==> config.mk <==
export PLATFORM = sky130hd
export DESIGN_NAME = sa_scale
export DESIGN_NICKNAME = d
export VERILOG_FILES = /design/src/hw/rtl/sa_pkg.sv /design/src/hw/rtl/sa_scale.sv
export SDC_FILE = /design/constraint.sdc
export NUM_CORES = 1
export LEC_CHECK = 0
export BUFFER_PORTS_ARGS = -buffer_cell sky130_fd_sc_hd__buf_2
export CAP_MARGIN = 30
export CORE_MARGIN = 2
export CORE_UTILIZATION = 32
export DETAILED_ROUTE_END_ITERATION = 8
export PLACE_DENSITY = 0.51
export SLEW_MARGIN = 40
export SYNTH_ARGS = -nofsm -noshare
export SYNTH_HDL_FRONTEND = slang
export SYNTH_SLANG_ARGS = --single-unit
==> constraint.sdc <==
create_clock -name clk -period 7.55 [get_ports clk]
set_input_delay 0.755 -clock clk [delete_from_list [all_inputs] [get_ports clk]]
set_output_delay 0.755 -clock clk [all_outputs]
set_load 0.02 [all_outputs]
==> src/hw/rtl/sa_pkg.sv <==
// Shared constants, beat types and pipeline sideband for the spectral absorbance block.
`default_nettype none
package sa_pkg;

	// Raw converter count width.
	localparam int INTENSITY_BITS = 16;
	localparam int NUM_W  = INTENSITY_BITS + 1;
	localparam int EXP_W  = $clog2(NUM_W);
	localparam int FRAC_W = 32;
	localparam int LOG_W  = EXP_W + FRAC_W;

	localparam int PATH_W = 10;
	localparam logic [PATH_W-1:0] PATH_RESET = PATH_W'(100);

	localparam logic [NUM_W-1:0] OFFSET_COUNTS = NUM_W'(10);
	localparam logic [NUM_W-1:0] UNIT_DIVISOR  = NUM_W'(1);

	// Scaling chain: Q32 log2 -> Q28 -> times log10(2) in Q30 -> Q40 -> Q16.
	localparam int TRUNC_SHIFT = 4;
	localparam int D28_W  = LOG_W - TRUNC_SHIFT;
	localparam int LO_W   = (D28_W + 1) / 2;
	localparam int HI_W   = D28_W - LO_W;
	localparam int C_W    = 29;
	localparam logic [C_W-1:0] LOG10_2_Q30 = C_W'(323228497);
	localparam int P58_W  = D28_W + C_W;
	localparam int DROP_SHIFT = 18;
	localparam int X18_W  = P58_W - DROP_SHIFT;
	localparam int X40_W  = X18_W + 7;
	localparam logic [X40_W-1:0] HUNDRED = X40_W'(100);
	localparam int M_W    = X40_W + 1;
	localparam int ROUND_SHIFT = 23;
	localparam int Q_SHIFT = 24;
	localparam int T_W    = M_W - Q_SHIFT;

	localparam int OUT_W = 26;
	localparam logic [T_W-1:0] OUT_MAX_MAG = T_W'(33554431);
	localparam logic [T_W-1:0] OUT_MIN_MAG = T_W'(33554432);
	localparam logic signed [OUT_W-1:0] OUT_MAX = 26'sh1FFFFFF;
	localparam logic signed [OUT_W-1:0] OUT_MIN = 26'sh2000000;

	// Input register, normalize stage, one stage per log bit, four scaling
	// stages, one stage per quotient bit and the output register.
	localparam int LATENCY = 1 + 1 + FRAC_W + 4 + T_W + 1;

	typedef struct packed {
		logic [INTENSITY_BITS-1:0] blank_intensity;
		logic [INTENSITY_BITS-1:0] sample_intensity;
		logic                      sample_present;
		logic                      last;
	} in_beat_t;

	typedef struct packed {
		logic signed [OUT_W-1:0] absorbance;
		logic                    last_res;
	} out_beat_t;

	typedef struct packed {
		logic valid;
		logic last;
		logic neg;
	} side_t;

endpackage
`default_nettype wire

==> src/hw/rtl/sa_scale.sv <==
// Four-stage scaling of the log2 difference to a rounded, path-scaled dividend.
`default_nettype none
module sa_scale (
	input  wire logic                      clk,
	input  wire logic                      arst_n,
	input  wire logic [sa_pkg::LOG_W-1:0]  log_num,
	input  wire logic [sa_pkg::LOG_W-1:0]  log_den,
	input  wire sa_pkg::side_t             side_in,
	input  wire logic [sa_pkg::PATH_W-1:0] path,
	output logic      [sa_pkg::T_W-1:0]    dividend,
	output sa_pkg::side_t                  side_out
);

	logic [sa_pkg::LOG_W:0]        diff;
	logic [sa_pkg::LOG_W-1:0]      mag_s1;
	sa_pkg::side_t                 side_s1, side_s2, side_s3, side_s4;
	logic [sa_pkg::D28_W-1:0]      d28;
	logic [sa_pkg::LO_W+sa_pkg::C_W-1:0] plo_s2;
	logic [sa_pkg::HI_W+sa_pkg::C_W-1:0] phi_s2;
	logic [sa_pkg::P58_W-1:0]      p58;
	logic [sa_pkg::X18_W-1:0]      x18_s3;
	logic [sa_pkg::X40_W-1:0]      x40;
	logic [sa_pkg::M_W-1:0]        m;
	logic [sa_pkg::T_W-1:0]        t_s4;

	// All later truncations are toward zero, so the chain runs on the magnitude.
	assign diff = {1'b0, log_num} - {1'b0, log_den};
	assign d28  = mag_s1[sa_pkg::LOG_W-1:sa_pkg::TRUNC_SHIFT];
	assign p58  = (sa_pkg::P58_W'(phi_s2) << sa_pkg::LO_W) + sa_pkg::P58_W'(plo_s2);
	assign x40  = sa_pkg::X40_W'(x18_s3) * sa_pkg::HUNDRED;
	assign m    = sa_pkg::M_W'(x40) + (sa_pkg::M_W'(path) << sa_pkg::ROUND_SHIFT);

	always_ff @(posedge clk) begin
		mag_s1 <= diff[sa_pkg::LOG_W] ? sa_pkg::LOG_W'(-diff) : diff[sa_pkg::LOG_W-1:0];
		plo_s2 <= sa_pkg::LO_W'(d28[sa_pkg::LO_W-1:0]) * sa_pkg::LOG10_2_Q30;
		phi_s2 <= sa_pkg::HI_W'(d28[sa_pkg::D28_W-1:sa_pkg::LO_W]) * sa_pkg::LOG10_2_Q30;
		x18_s3 <= p58[sa_pkg::P58_W-1:sa_pkg::DROP_SHIFT];
		t_s4   <= m[sa_pkg::M_W-1:sa_pkg::Q_SHIFT];
	end

	always_ff @(posedge clk or negedge arst_n) begin
		if (!arst_n) begin
			side_s1 <= '0;
			side_s2 <= '0;
			side_s3 <= '0;
			side_s4 <= '0;
		end else begin
			side_s1 <= '{valid: side_in.valid, last: side_in.last, neg: diff[sa_pkg::LOG_W]};
			side_s2 <= side_s1;
			side_s3 <= side_s2;
			side_s4 <= side_s3;
		end
	end

	assign dividend = t_s4;
	assign side_out = side_s4;

endmodule
`default_nettype wire

==> impl_metrics.csv <==
group,metric,value,unit
clock_tree,numCtsBuffers,17,
floorplan,die_y,286,um
cells_and_area,syn2layout_area_growth,9.85,%
timing,setup_slack,836,ps
yosys,yosysTopAreaCell,"ha_1",
global_routing,grt_pass1_vias,18693,
timing,tightest_slew,841,ps
yosys,synth.distinct_cells,93,
run_status,status,"complete, no violations",
cells_and_area,drive_gt1_share,6.91,%
timing,final.min_clock_period,6710,ps
yosys,yosysMostFrequentCell,"inv_1",
timing,finalSetupTns,0,ps
drt,drtPass1Iterations,4,
clock_tree,cts_root_buffer,"clkbuf_16",
drt,dr_total_vias,18333,
cells_and_area,antenna_cells,0,
cells_and_area,fin_cells,4002,
yosys,yosys-top-cells-count,"577 x inv_1, 548 x ha_1, 221 x fa_1",
clock_tree,cts_tree,"yes",
timing,hold_viol_final,0,
floorplan,rows,103,
critical_path,start_kind,"flip-flop",
drt,dr.first_iter.drc_count,585,
clock_tree,post_cts_buffers,0,
yosys,synth_cells,2823,
job,cap_violations,0,
floorplan,initial_core_util,32.3,%
timing,fin_crit_sh,88.9,%
cells_and_area,postLayoutCoreUtil,35.5,%
global_routing,grt_pass1_wl,93700,um
floorplan,core_area,78900,um2
timing,max_freq,149,MHz
yosys,synth_nets,3681,
critical_path,crit_type,"reg2reg",
placement,gp_congestion,0.813,
timing,slew_viol_final,0,
yosys,yosysWarnings,0,
yosys,ys_top_cells_by_area,"ha_1 27%, fa_1 17%, dfxtp_1 14%",
clock_tree,hold_buffers,0,
critical_path,cp_max_fo,9,
global_routing,grt.overflow.total,0,
timing,rsz0062_at_grt,"false",
clock_tree,cts_sinks,191,
global_routing,grt_max_degree,33,
floorplan,num_io_pins,120,
yosys,synthArstFlopShare,6.28,%
yosys,synth_top_area_share,26.9,%
global_routing,antenna_found_initial,1,
floorplan,dieArea,81800,um2
cells_and_area,final_nets,3797,
critical_path,arrival,7090,ps
clock_tree,htree_levels,4,
cells_and_area,fillers,8246,
worst_hold_path,hold_class,"in2async",
timing,fin_worst_skew,21.8,ps
timing,setup_viol,0,
floorplan,die_w,286,um
drt,via_per_inst,4.58,
placement,dpl.hpwl,48300,um
yosys,synth_ff_type,"dfxtp_1",
yosys,syn_area,25500,um2
clock_tree,clk_latency,490,ps
yosys,ys_ff_latch,191,
drt,detail_route.wl_per_cell,13.8,um
clock_tree,cts_buffer_depth,2,
placement,dp_cells,3970,
drt,wirelength,55200,um
placement,dpl_worst_slack,762,ps
yosys,synth-edff-count,0,
yosys,ys_seq_area_share,15.3,%
yosys,synth_area_per_cell,9.02,um2
global_routing,grt_usage,14.1,%
clock_tree,clk_pin_slew_worst_paths,90,ps
critical_path,end_kind,"flip-flop",
placement,portBuffers,118,
timing,max_slew_margin,43.2,%
drt,drc_errors,0,
drt,route.antenna.remaining_nets,0,
critical_path,cp.required,7930,ps
clock_tree,ctsResizeCount,0,
cell type report:
cell class              count  area, um2  area share [%]
multi-input cells        2025      19300            69.0
clock inverters            15        220           0.788
well taps                1050       1310            4.70
clock buffers              17        425            1.52
inverters                 577       2170            7.75
repair buffers            127        658            2.35
flip-flops and latches    191       3880            13.9
flip-flops by register name, indices dropped and copies added, names as in the netlist:
signal,count
x18_s3,44
side_out,3
plo_s2,29
dividend,28
phi_s2,45
side_s3,3
side_s2,3
mag_s1,33
side_s1,3
layer usage:
layer / vias up / wire, um / global-route usage [%]
met5: - / 0 / 0
met4: 0 / 584 / 2.92
met3: 23 / 1090 / 1.56
met2: 171 / 25400 / 23.8
met1: 8436 / 28100 / 19.3
li1: 9703 / - / -
final timing paths:
check                           start      endpoint  slack [ps]  depth (start not counted)
max                        x18_s3[13]  dividend[23]         840                         26
min                            arst_n   side_out[2]         140                          1
max reg2reg                x18_s3[13]  dividend[23]         840                         26
min reg2reg                side_s3[0]   side_out[0]         350                          0
min in group clk           side_s3[0]   side_out[0]         350                          0
max in group asynchronous      arst_n   side_out[1]        7210                          1
per-stage QoR:
stage	hold WS, ps	area [um2]
after floorplan	331	25500
after global placement	331	27300
after detailed placement	341	27300
after CTS	103	28000
after global routing	126	28000
final	139	28000
placed cells by master, fill, tap and decap left out, types with 20 or more instances in the layout:
cell type,n
a211oi_1,24
a21o_1,63
a21oi_1,133
and3_1,34
buf_2,118
dfxtp_1,179
fa_1,221
ha_1,548
inv_1,577
nand2_1,126
nand2b_1,20
nand3_1,48
nand4_1,21
nor2_1,123
nor2b_1,31
nor3_1,54
o211ai_1,23
o21a_1,23
o21ai_0,76
o21bai_1,20
xnor2_1,126
xor2_1,63
cell families after synthesis:
kind of cell | Yosys count | synth area share, %
adders and majority gates | 769 | 44.3
DFF | 191 | 15.3
xor gates and xnor gates | 189 | 6.50
muxes | 10 | 0.403
buffers and inverters | 607 | 9.00
AOI/OAI and AO/OA | 498 | 13.1
and+or+nand+nor | 559 | 11.4
critical path, cell delays in order, from the launching register on:
cell and delay [ps]:
dfxtp_1 340, ha_1 300, ha_1 270, inv_1 50, fa_1 500, inv_1 40, ha_1 330, and3_1 250
a221o_1 350, o21ai_1 240, o211a_1 410, nor2b_1 80, nor2_1 120, xnor2_1 160, inv_1 90, fa_1 430
nor2b_1 120, o21ai_0 100, a21boi_0 240, o21ai_0 110, nand2b_1 110, a31oi_1 140, o21ai_0 520, nand3_1 370
nor4_2 560, mux2i_1 250, nand4_1 100
Power is not shown: default switching activity piles up to over one toggle a cycle in this logic, so the estimate is an artifact.
