[config.mk]
export PLATFORM = sky130hd
export DESIGN_NAME = sa_div
export DESIGN_NICKNAME = d
export VERILOG_FILES = /design/src/hw/rtl/sa_pkg.sv /design/src/hw/rtl/sa_div.sv
export SDC_FILE = /design/constraint.sdc
export NUM_CORES = 1
export LEC_CHECK = 0
export ABC_CLOCK_PERIOD_IN_PS = 2100
export BUFFER_PORTS_ARGS = -buffer_cell sky130_fd_sc_hd__buf_2
export CELL_PAD_IN_SITES_DETAIL_PLACEMENT = 1
export CELL_PAD_IN_SITES_GLOBAL_PLACEMENT = 1
export CORE_ASPECT_RATIO = 0.9
export CORE_MARGIN = 2
export CORE_UTILIZATION = 40
export DETAILED_ROUTE_END_ITERATION = 12
export PLACE_DENSITY = 0.72
export SLEW_MARGIN = 15
export SYNTH_ARGS = -nofsm -noshare
export SYNTH_HDL_FRONTEND = slang
export SYNTH_SLANG_ARGS = --single-unit
[constraint.sdc]
create_clock -name clk -period 2.1 [get_ports clk]
set_input_delay 0.525 -clock clk [delete_from_list [all_inputs] [get_ports clk]]
set_output_delay 0.525 -clock clk [all_outputs]
set_load 0.02 [all_outputs]
[src/hw/rtl/sa_pkg.sv]
// Shared constants, beat types and pipeline sideband for the spectral absorbance block.
`default_nettype none
package sa_pkg;

	// Raw converter count width.
	localparam int INTENSITY_BITS = 16;
	localparam int NUM_W  = INTENSITY_BITS + 1;
	localparam int EXP_W  = $clog2(NUM_W);
	localparam int FRAC_W = 32;
	localparam int LOG_W  = EXP_W + FRAC_W;

	localparam int PATH_W = 10;
	localparam logic [PATH_W-1:0] PATH_RESET = PATH_W'(100);

	localparam logic [NUM_W-1:0] OFFSET_COUNTS = NUM_W'(10);
	localparam logic [NUM_W-1:0] UNIT_DIVISOR  = NUM_W'(1);

	// Scaling chain: Q32 log2 -> Q28 -> times log10(2) in Q30 -> Q40 -> Q16.
	localparam int TRUNC_SHIFT = 4;
	localparam int D28_W  = LOG_W - TRUNC_SHIFT;
	localparam int LO_W   = (D28_W + 1) / 2;
	localparam int HI_W   = D28_W - LO_W;
	localparam int C_W    = 29;
	localparam logic [C_W-1:0] LOG10_2_Q30 = C_W'(323228497);
	localparam int P58_W  = D28_W + C_W;
	localparam int DROP_SHIFT = 18;
	localparam int X18_W  = P58_W - DROP_SHIFT;
	localparam int X40_W  = X18_W + 7;
	localparam logic [X40_W-1:0] HUNDRED = X40_W'(100);
	localparam int M_W    = X40_W + 1;
	localparam int ROUND_SHIFT = 23;
	localparam int Q_SHIFT = 24;
	localparam int T_W    = M_W - Q_SHIFT;

	localparam int OUT_W = 26;
	localparam logic [T_W-1:0] OUT_MAX_MAG = T_W'(33554431);
	localparam logic [T_W-1:0] OUT_MIN_MAG = T_W'(33554432);
	localparam logic signed [OUT_W-1:0] OUT_MAX = 26'sh1FFFFFF;
	localparam logic signed [OUT_W-1:0] OUT_MIN = 26'sh2000000;

	// Input register, normalize stage, one stage per log bit, four scaling
	// stages, one stage per quotient bit and the output register.
	localparam int LATENCY = 1 + 1 + FRAC_W + 4 + T_W + 1;

	typedef struct packed {
		logic [INTENSITY_BITS-1:0] blank_intensity;
		logic [INTENSITY_BITS-1:0] sample_intensity;
		logic                      sample_present;
		logic                      last;
	} in_beat_t;

	typedef struct packed {
		logic signed [OUT_W-1:0] absorbance;
		logic                    last_res;
	} out_beat_t;

	typedef struct packed {
		logic valid;
		logic last;
		logic neg;
	} side_t;

endpackage
`default_nettype wire

[src/hw/rtl/sa_div.sv]
// Pipelined restoring divider by the path length, one quotient bit per stage.
`default_nettype none
module sa_div (
	input  wire logic                      clk,
	input  wire logic                      arst_n,
	input  wire logic [sa_pkg::T_W-1:0]    dividend,
	input  wire sa_pkg::side_t             side_in,
	input  wire logic [sa_pkg::PATH_W-1:0] path,
	output logic      [sa_pkg::T_W-1:0]    quotient,
	output sa_pkg::side_t                  side_out
);

	localparam int N = sa_pkg::T_W;

	logic [sa_pkg::PATH_W-1:0] rem_s  [0:N];
	logic [N-1:0]              quo_s  [0:N];
	logic [N-1:0]              dvd_s  [0:N];
	sa_pkg::side_t             side_s [0:N];

	assign rem_s[0]  = '0;
	assign quo_s[0]  = '0;
	assign dvd_s[0]  = dividend;
	assign side_s[0] = side_in;

	for (genvar k = 0; k < N; k++) begin : g_bit
		logic [sa_pkg::PATH_W:0] shifted;
		logic                    fits;
		logic [sa_pkg::PATH_W:0] reduced;
		assign shifted = {rem_s[k], dvd_s[k][N-1]};
		assign fits    = shifted >= {1'b0, path};
		assign reduced = shifted - {1'b0, path};
		always_ff @(posedge clk) begin
			rem_s[k+1] <= fits ? reduced[sa_pkg::PATH_W-1:0] : shifted[sa_pkg::PATH_W-1:0];
			quo_s[k+1] <= {quo_s[k][N-2:0], fits};
			dvd_s[k+1] <= dvd_s[k] << 1;
		end
		always_ff @(posedge clk or negedge arst_n) begin
			if (!arst_n) begin
				side_s[k+1] <= '0;
			end else begin
				side_s[k+1] <= side_s[k];
			end
		end
	end

	assign quotient = quo_s[N];
	assign side_out = side_s[N];

endmodule
`default_nettype wire

==> run_results.csv, run 1 <==
group,metric,value,unit
power,switchingPower,29.7,mW
synth,synth_cells,3089,
power,comb_power_share,0.425,
sta,finalCritPeriodShare,1.19,
worst_setup_path,critical_path.max_fanout,2,
routing,vias,26800,
sta,hold_viol_final,0,
sta,worstMarginPinSlew,0.656,ns
sta,worst_slew_margin_rel,0.560,
run_status,violations,"negative setup slack",
layout,fin_util,0.570,
clock_tree,cts_tree,"done",
floorplanning,fp-row-count,106,
global_route,grt_max_degree,44,
routing,wl_per_cell,19.5,µm
layout,final_layout_size_suffix_gt1_frac,0.412,
synth,synth_async_sr_flop_share,0.0738,
synth,synth-warning-count,0,
floorplanning,die_h,294,µm
global_route,grt_overflow,0,
worst_setup_path,crit_path_end_kind,"flop",
global_route,grtUsageTotal,0.192,
worst_setup_path,worstSetupPathType,"flop to flop",
worst_setup_path,worstSetupStartpointType,"flop",
power,p_per_area,1680,nW/µm²
worst_setup_path,slowest_delay,0.38,ns
power,leakagePower,23.1,nW
place,place_ws,-1.13,ns
layout,areaGrowthSynthToFinish,41.5,%
worst_setup_path,ff2ff_path_depth,11,
sta,rsz0062_at_grt,"yes",
clock_tree,h-tree-depth,3,
place,place_hpwl,58.9,mm
clock_tree,clkSinkCount,1138,
layout,num-nets-final,4378,
synth,syn-num-nets,3430,
power,p_seq_frac,0.337,
floorplanning,die-area,95600,µm²
power,p_sw_frac,0.335,
routing,viasPerCell,4.98,
floorplanning,initial_utilization,0.403,
min_path,holdPathStages,3,
power,ir_worst_vdd,0.880,mV
floorplanning,ios,74,
worst_setup_path,arrival,3.10,ns
sta,timing.final.ws_setup,-0.403,ns
place,place.gp.congestion,0.841,
synth,synth_edf_count,0,
synth,synth_cell_types,54,
clock_tree,cts_buffers,112,
worst_setup_path,crit_slowest_cell,"dfxtp_4",
sta,max_freq,0.399,GHz
synth,synth-seq-cells,1138,
synth,seq_area_frac_synth,0.623,
sta,hold_ws,0.0877,ns
global_route,first_global_vias,28500,
clock_tree,path_clk_slew,0.06,ns
routing,drc,0,
power,p_total,88.7,mW
synth,synth-main-ff-cell,"dfxtp_1",
min_path,hold_class,"input pin to flop",
synth,syn_area,37300,µm²
flow_run,drv_cap,0,
clock_tree,cts_root_buf,"clkbuf_16",
routing,drt_iter0_drc,1054,
global_route,grt_antenna_before_repair,3,
floorplanning,fp.dieW,326,µm
worst_setup_path,crit_top_cell,"buf_4",
power,internal_power,59.0,mW
layout,fill_cells,9387,
sta,finalSetupViolCount,161,
clock_tree,clkLatencyLatePin,0.71,ns
routing,postRouteAntennaNets,0,
synth,avgSynthCellArea,12.1,µm²
routing,firstDrtPassIters,5,
sta,fin_worst_skew,0.0372,ns
worst_setup_path,path_cells,"ha_4 -> nor2b_4 -> o31a_1 -> o21a_1 -> buf_4 -> buf_4 -> buf_4 -> a21o_1 -> a21oi_2 -> xnor2_1 -> mux2_2",
global_route,grt_pass1_wl,148,mm
place,port_buffers,73,
sta,finalCriticalPeriod,2.50,ns
sta,maxSlewViolCount,0,
worst_setup_path,required,2.70,ns
floorplanning,core_area,92600,µm²
power,clkPwrFrac,0.238,
routing,wirelength,105,mm
clock_tree,clk_path_buf_depth,3,
run_status,outcome,"finished with violations",
==> placed cells by master, fill, tap and decap left out, drive strengths merged, types with 13 or more instances in the layout <==
cell and n:
a211oi 44, a21o 43, a21oi 197, a31o 13, a31oi 22, and2 13
buf 859, clkbuf 148, clkinv 29, clkinvlp 15, dfrtp 84, dfxtp 1054
dlygate4sd3 31, fa 26, ha 272, inv 97, mux2 128, mux2i 19
nand2 186, nand2b 25, nand3 38, nand4 19, nor2 171, nor2b 29
nor3 27, o211ai 21, o21a 18, o21ai 220, or4 14, xnor2 95
xor2 75
==> critical path, delay by kind of cell, from the launching register on <==
kind	cells	cell delay, ns
muxes	1	0.28
and+or+nand+nor	1	0.12
AOI/OAI and AO/OA	4	0.85
xor gates and xnor gates	1	0.11
buffers and inverters	3	0.39
DFF	1	0.38
adders and majority gates	1	0.25
==> per-stage QoR <==
stage               setup TNS [ns]  std cells  instance area (µm²)
finish                      -13.89       5375                52700
global route                -23.10       5374                52700
CTS                          -6.88       5293                50100
detailed placement         -259.48       4964                43800
global placement           -243.16       4964                43800
floorplan                  -411.76       3089                37300
==> final timing paths <==
kind,startpoint,to,slack [ns]
setup / recovery,g_bit[7].shifted[1],g_bit[8].shifted[10],-0.40
hold / removal,dividend[27],g_bit[1].shifted[1],0.09
setup reg to reg,g_bit[7].shifted[1],g_bit[8].shifted[10],-0.40
hold reg to reg,dvd_s[555],dvd_s[528],0.31
max in group asynchronous,arst_n,side_s[66],1.25
min in group asynchronous,arst_n,side_s[15],0.26
==> synthesized netlist by cell type (25+ instances only) <==
cell      count  area [µm²]
nand2b_1     25         156
o21ai_0     207        1040
a21oi_1     197         986
nor2_1      171         642
nand3_1      38         190
inv_1        88         330
fa_1         26         521
mux2_2      112        1260
ha_1        272        3400
a211oi_1     44         330
a21o_1       43         323
nand2_1     186         698
xor2_1       75         657
xnor2_1      95         832
dfxtp_1    1054       21100
dfrtp_1      84        2100
buf_4        31         233
nor2b_1      29         181
nor3_1       27         135
==> cells by family after synthesis <==
| family | synth area share |
|---|---|
| flops | 0.623 |
| mux | 0.0453 |
| compound gates | 0.100 |
| buf+inv | 0.0191 |
| simple gates | 0.0676 |
| xor+xnor | 0.0400 |
| fa+ha+maj | 0.105 |
==> what timing repair did <==
item / in CTS / in global routing
setup buffers: 77 / 83
resized for setup: 350 / 507
endpoints found under the hold margin: 89 / 0
hold buffers: 31 / 0
pin swaps: 127 / 255
setup endpoints to repair: 264 / 272
gates cloned: 12 / 6
==> sequential cells by signal, summed over array words and instances, names as in the netlist <==
signal         flops
dvd_s            378
quo_s            378
g_bit.shifted    270
side_s            81
quotient          28
side_out           3
==> per-layer routing <==
metal	GRT usage	vias up	routed length, µm
li1	-	12600	-
met1	0.232	13400	42500
met2	0.342	523	54300
met3	0.0311	275	3680
met4	0.0704	0	4260
met5	0	-	0
==> cell type report <==
type                       count  area, µm²  area share
clock buffer                 144       3130      0.0593
multi-input combinational   1802      16100       0.305
tap                         1242       1550      0.0295
antenna                        1       2.50   0.0000475
timing repair buffer         895       7480       0.142
clock inverter                65        837      0.0159
inverter                      88        370     0.00702
sequential                  1138      23300       0.441
==> power groups by stage <==
stage | clock, mW | sequential [mW] | combinational, mW
after floorplan | 0 | 28.8 | 17.0
after global placement | 0 | 29.7 | 26.4
after CTS | 21.5 | 29.6 | 31.0
after global routing | 22.6 | 30.4 | 40.5
final | 21.1 | 29.9 | 37.7
after detailed placement | 0 | 29.9 | 27.5
(Power assumes the default switching activity.)
==> run 2: changes to the inputs <==
--- a/config.mk
+++ b/config.mk
@@ -5,7 +5,7 @@
 export SDC_FILE = /design/constraint.sdc
 export NUM_CORES = 1
 export LEC_CHECK = 0
-export ABC_CLOCK_PERIOD_IN_PS = 2100
+export ABC_CLOCK_PERIOD_IN_PS = 2600
 export BUFFER_PORTS_ARGS = -buffer_cell sky130_fd_sc_hd__buf_2
 export CELL_PAD_IN_SITES_DETAIL_PLACEMENT = 1
 export CELL_PAD_IN_SITES_GLOBAL_PLACEMENT = 1
@@ -13,7 +13,7 @@
 export CORE_MARGIN = 2
 export CORE_UTILIZATION = 40
 export DETAILED_ROUTE_END_ITERATION = 12
-export PLACE_DENSITY = 0.72
+export PLACE_DENSITY = 0.69
 export SLEW_MARGIN = 15
 export SYNTH_ARGS = -nofsm -noshare
 export SYNTH_HDL_FRONTEND = slang
==> constraint.sdc (replaced) <==
create_clock -name clk -period 2.6 [get_ports clk]
set_input_delay 0.65 -clock clk [delete_from_list [all_inputs] [get_ports clk]]
set_output_delay 0.65 -clock clk [all_outputs]
set_load 0.02 [all_outputs]
==> run 2 against run 1 <==
The run now ends clean; sequential power decreased by 20%; highest routed layer unchanged; non-clock buffer count shrank 294; sequential share of layout area up 5.2 points; clock-buffer cell count is 1 higher; clock power shrank 22%; register-to-register slack improved by 0.57 ns; final cell count shrank 5.7%; global-route usage is 2.4 points lower; critical endpoint is now g_bit[18].shifted[4]; worst hold slack worse by 0.022 ns.
==> run_results.csv, run 2 (synthesis results as in run 1) <==
group,metric,value,unit
run_status,outcome,"finished, final reports clean",
place,place_area,43000,µm²
routing,wirelength,80.2,mm
worst_setup_path,crit_path_end_kind,"flop",
clock_tree,h-tree-depth,3,
worst_setup_path,required,3.15,ns
sta,worst_slew_margin_rel,0.627,
place,place.gp.congestion,0.850,
global_route,gr-usage-met1,0.211,
global_route,grt_pass1_wl,131,mm
global_route,grtUsageTotal,0.168,
floorplanning,fp.dieW,326,µm
floorplanning,core_area,92600,µm²
global_route,first_global_vias,26100,
clock_tree,clkSinkCount,1138,
layout,layout_commonest_cell,"dfxtp_1",
floorplanning,die_h,294,µm
layout,stdcell_area,47000,µm²
worst_setup_path,critPathLaunch,"path[1]",
clock_tree,clk_path_buf_depth,3,
power,p_per_area,1320,nW/µm²
place,place_hpwl,56.8,mm
layout,fill_cells,9786,
power,ir_worst_vdd,0.625,mV
floorplanning,ios,74,
place,port_buffers,73,
routing,drt_iter0_drc,791,
sta,tns,0,ns
global_route,grt_max_degree,45,
layout,areaGrowthSynthToFinish,26.2,%
sta,finalCriticalPeriod,2.56,ns
clock_tree,cts_buffers,109,
worst_setup_path,worstSetupStartpointType,"input pin",
clock_tree,cts_tree,"done",
sta,fin_worst_skew,0.0195,ns
routing,wl_per_cell,15.8,µm
sta,max_freq,0.390,GHz
min_path,hold_start,"dividend[12]",
global_route,grt_overflow,0,
layout,num-nets-final,4079,
worst_setup_path,crit_slowest_cell,"mux2_2",
clock_tree,cts_root_buf,"clkbuf_16",
worst_setup_path,path_cells,"buf_2 -> clkinvlp_4 -> buf_12 -> buf_12 -> clkbuf_16 -> ha_1 -> nor2b_1 -> nor3_2 -> o21bai_2 -> a21o_1 -> o21ai_1 -> buf_4 -> mux2_2",
routing,firstDrtPassIters,4,
worst_setup_path,arrival,3.12,ns
global_route,grt_util_met2,0.296,
sta,finalCritPeriodShare,0.986,
global_route,grt_antenna_before_repair,0,
floorplanning,initial_utilization,0.403,
global_route,grt.busiest_layer,"met2",
clock_tree,clkLatencyLatePin,0.68,ns
global_route,use_met3,0.0278,
flow_run,drv_cap,0,
sta,maxSlewViolCount,0,
routing,postRouteAntennaNets,0,
worst_setup_path,reg2reg_from,"dvd_s[363]",
layout,n_antenna_cell,0,
worst_setup_path,worstSetupPathType,"input pin to flop",
worst_setup_path,crit_top_cell,"buf_12",
routing,drc,0,
min_path,hold_class,"input pin to flop",
floorplanning,fp-row-count,106,
layout,most-common-layout-cells,"dfxtp_1 (1053), buf_4 (500), ha_1 (270)",
clock_tree,path_clk_slew,0.06,ns
routing,viasPerCell,4.73,
layout,final_layout_size_suffix_gt1_frac,0.249,
power,leakagePower,21.0,nW
sta,hold_viol_final,0,
sta,worstMarginPinSlew,0.559,ns
floorplanning,die-area,95600,µm²
worst_setup_path,slowest_delay,0.35,ns
routing,vias,24000,
sta,finalSetupViolCount,0,
worst_setup_path,critical_path.max_fanout,13,
run 2: changes by cell type in the layout (fill, tap and decap cells not counted), sizes merged, moves of 2 or more:
cell	previous run	this run
a211o	9	7
buf	859	598
clkinvlp	15	7
dlygate4sd3	31	1
inv	97	95
run 2: per-layer routing:
metal / wire length [µm] / vias to the layer above
met1: 36700 / 11600
met2: 39000 / 262
met3: 2360 / 144
li1: - / 12000
met4: 2150 / 0
met5: 0 / -
run 2: final timing paths:
kind / endpoint / slack [ns] / depth (start not counted)
setup / recovery: g_bit[18].shifted[4] / 0.04 / 13
setup reg to reg: g_bit[17].shifted[9] / 0.17 / 10
hold reg to reg: quo_s[510] / 0.32 / 0
max in group asynchronous: side_s[36] / 1.45 / 3
hold / removal: dvd_s[769] / 0.07 / 1
min in group asynchronous: side_s[17] / 0.54 / 2
run 2: area by class of cell:
| class | count | area [µm²] | share of cell area |
|---|---|---|---|
| inverters | 88 | 334 | 0.00710 |
| flip-flops and latches | 1138 | 23200 | 0.493 |
| multi-input cells | 1800 | 13500 | 0.286 |
| well taps | 1242 | 1550 | 0.0330 |
| clock buffers | 145 | 3120 | 0.0662 |
| clock inverters | 55 | 686 | 0.0146 |
| repair buffers | 601 | 4680 | 0.0995 |
run 2: repair_timing:
item,4_1_cts,5_1_grt
endpoints found under the hold margin,43,0
setup buffers,1,3
pin swaps,0,4
gates resized for setup,2,28
hold buffers,1,0
setup endpoints to repair,32,114
gates cloned,0,3
run 2: through the flow:
stage          cells  setup WS (ns)   util  hold WS, ns  power (mW)
2_1_floorplan   3089          -1.29      -        0.310        37.0
3_3_place_gp    4861         -0.727  0.465        0.310        44.9
3_5_place_dp    4861         -0.751  0.465        0.313        45.8
4_1_cts         5063         0.0462  0.506       0.0110        62.8
5_1_grt         5069        -0.0503  0.508       0.0261        66.4
6_report        5069         0.0364  0.508       0.0656        62.2
run 2: where the power goes:
part	switching, mW	leakage [nW]	internal (mW)	total, mW
Combinational	10.6	9.33	11.3	22.0
Sequential	1.84	9.80	21.9	23.8
Clock	6.69	1.87	9.74	16.4
Total	19.2	21.0	43.0	62.2
run 2: critical path, delay by kind of cell:
| kind | cells | cell delay, ns |
|---|---|---|
| adder cells (fa/ha/maj) | 1 | 0.32 |
| AO/OA/AOI/OAI | 3 | 0.53 |
| buffers and inverters | 6 | 0.87 |
| AND/OR/NAND/NOR | 2 | 0.37 |
| multiplexers | 1 | 0.35 |
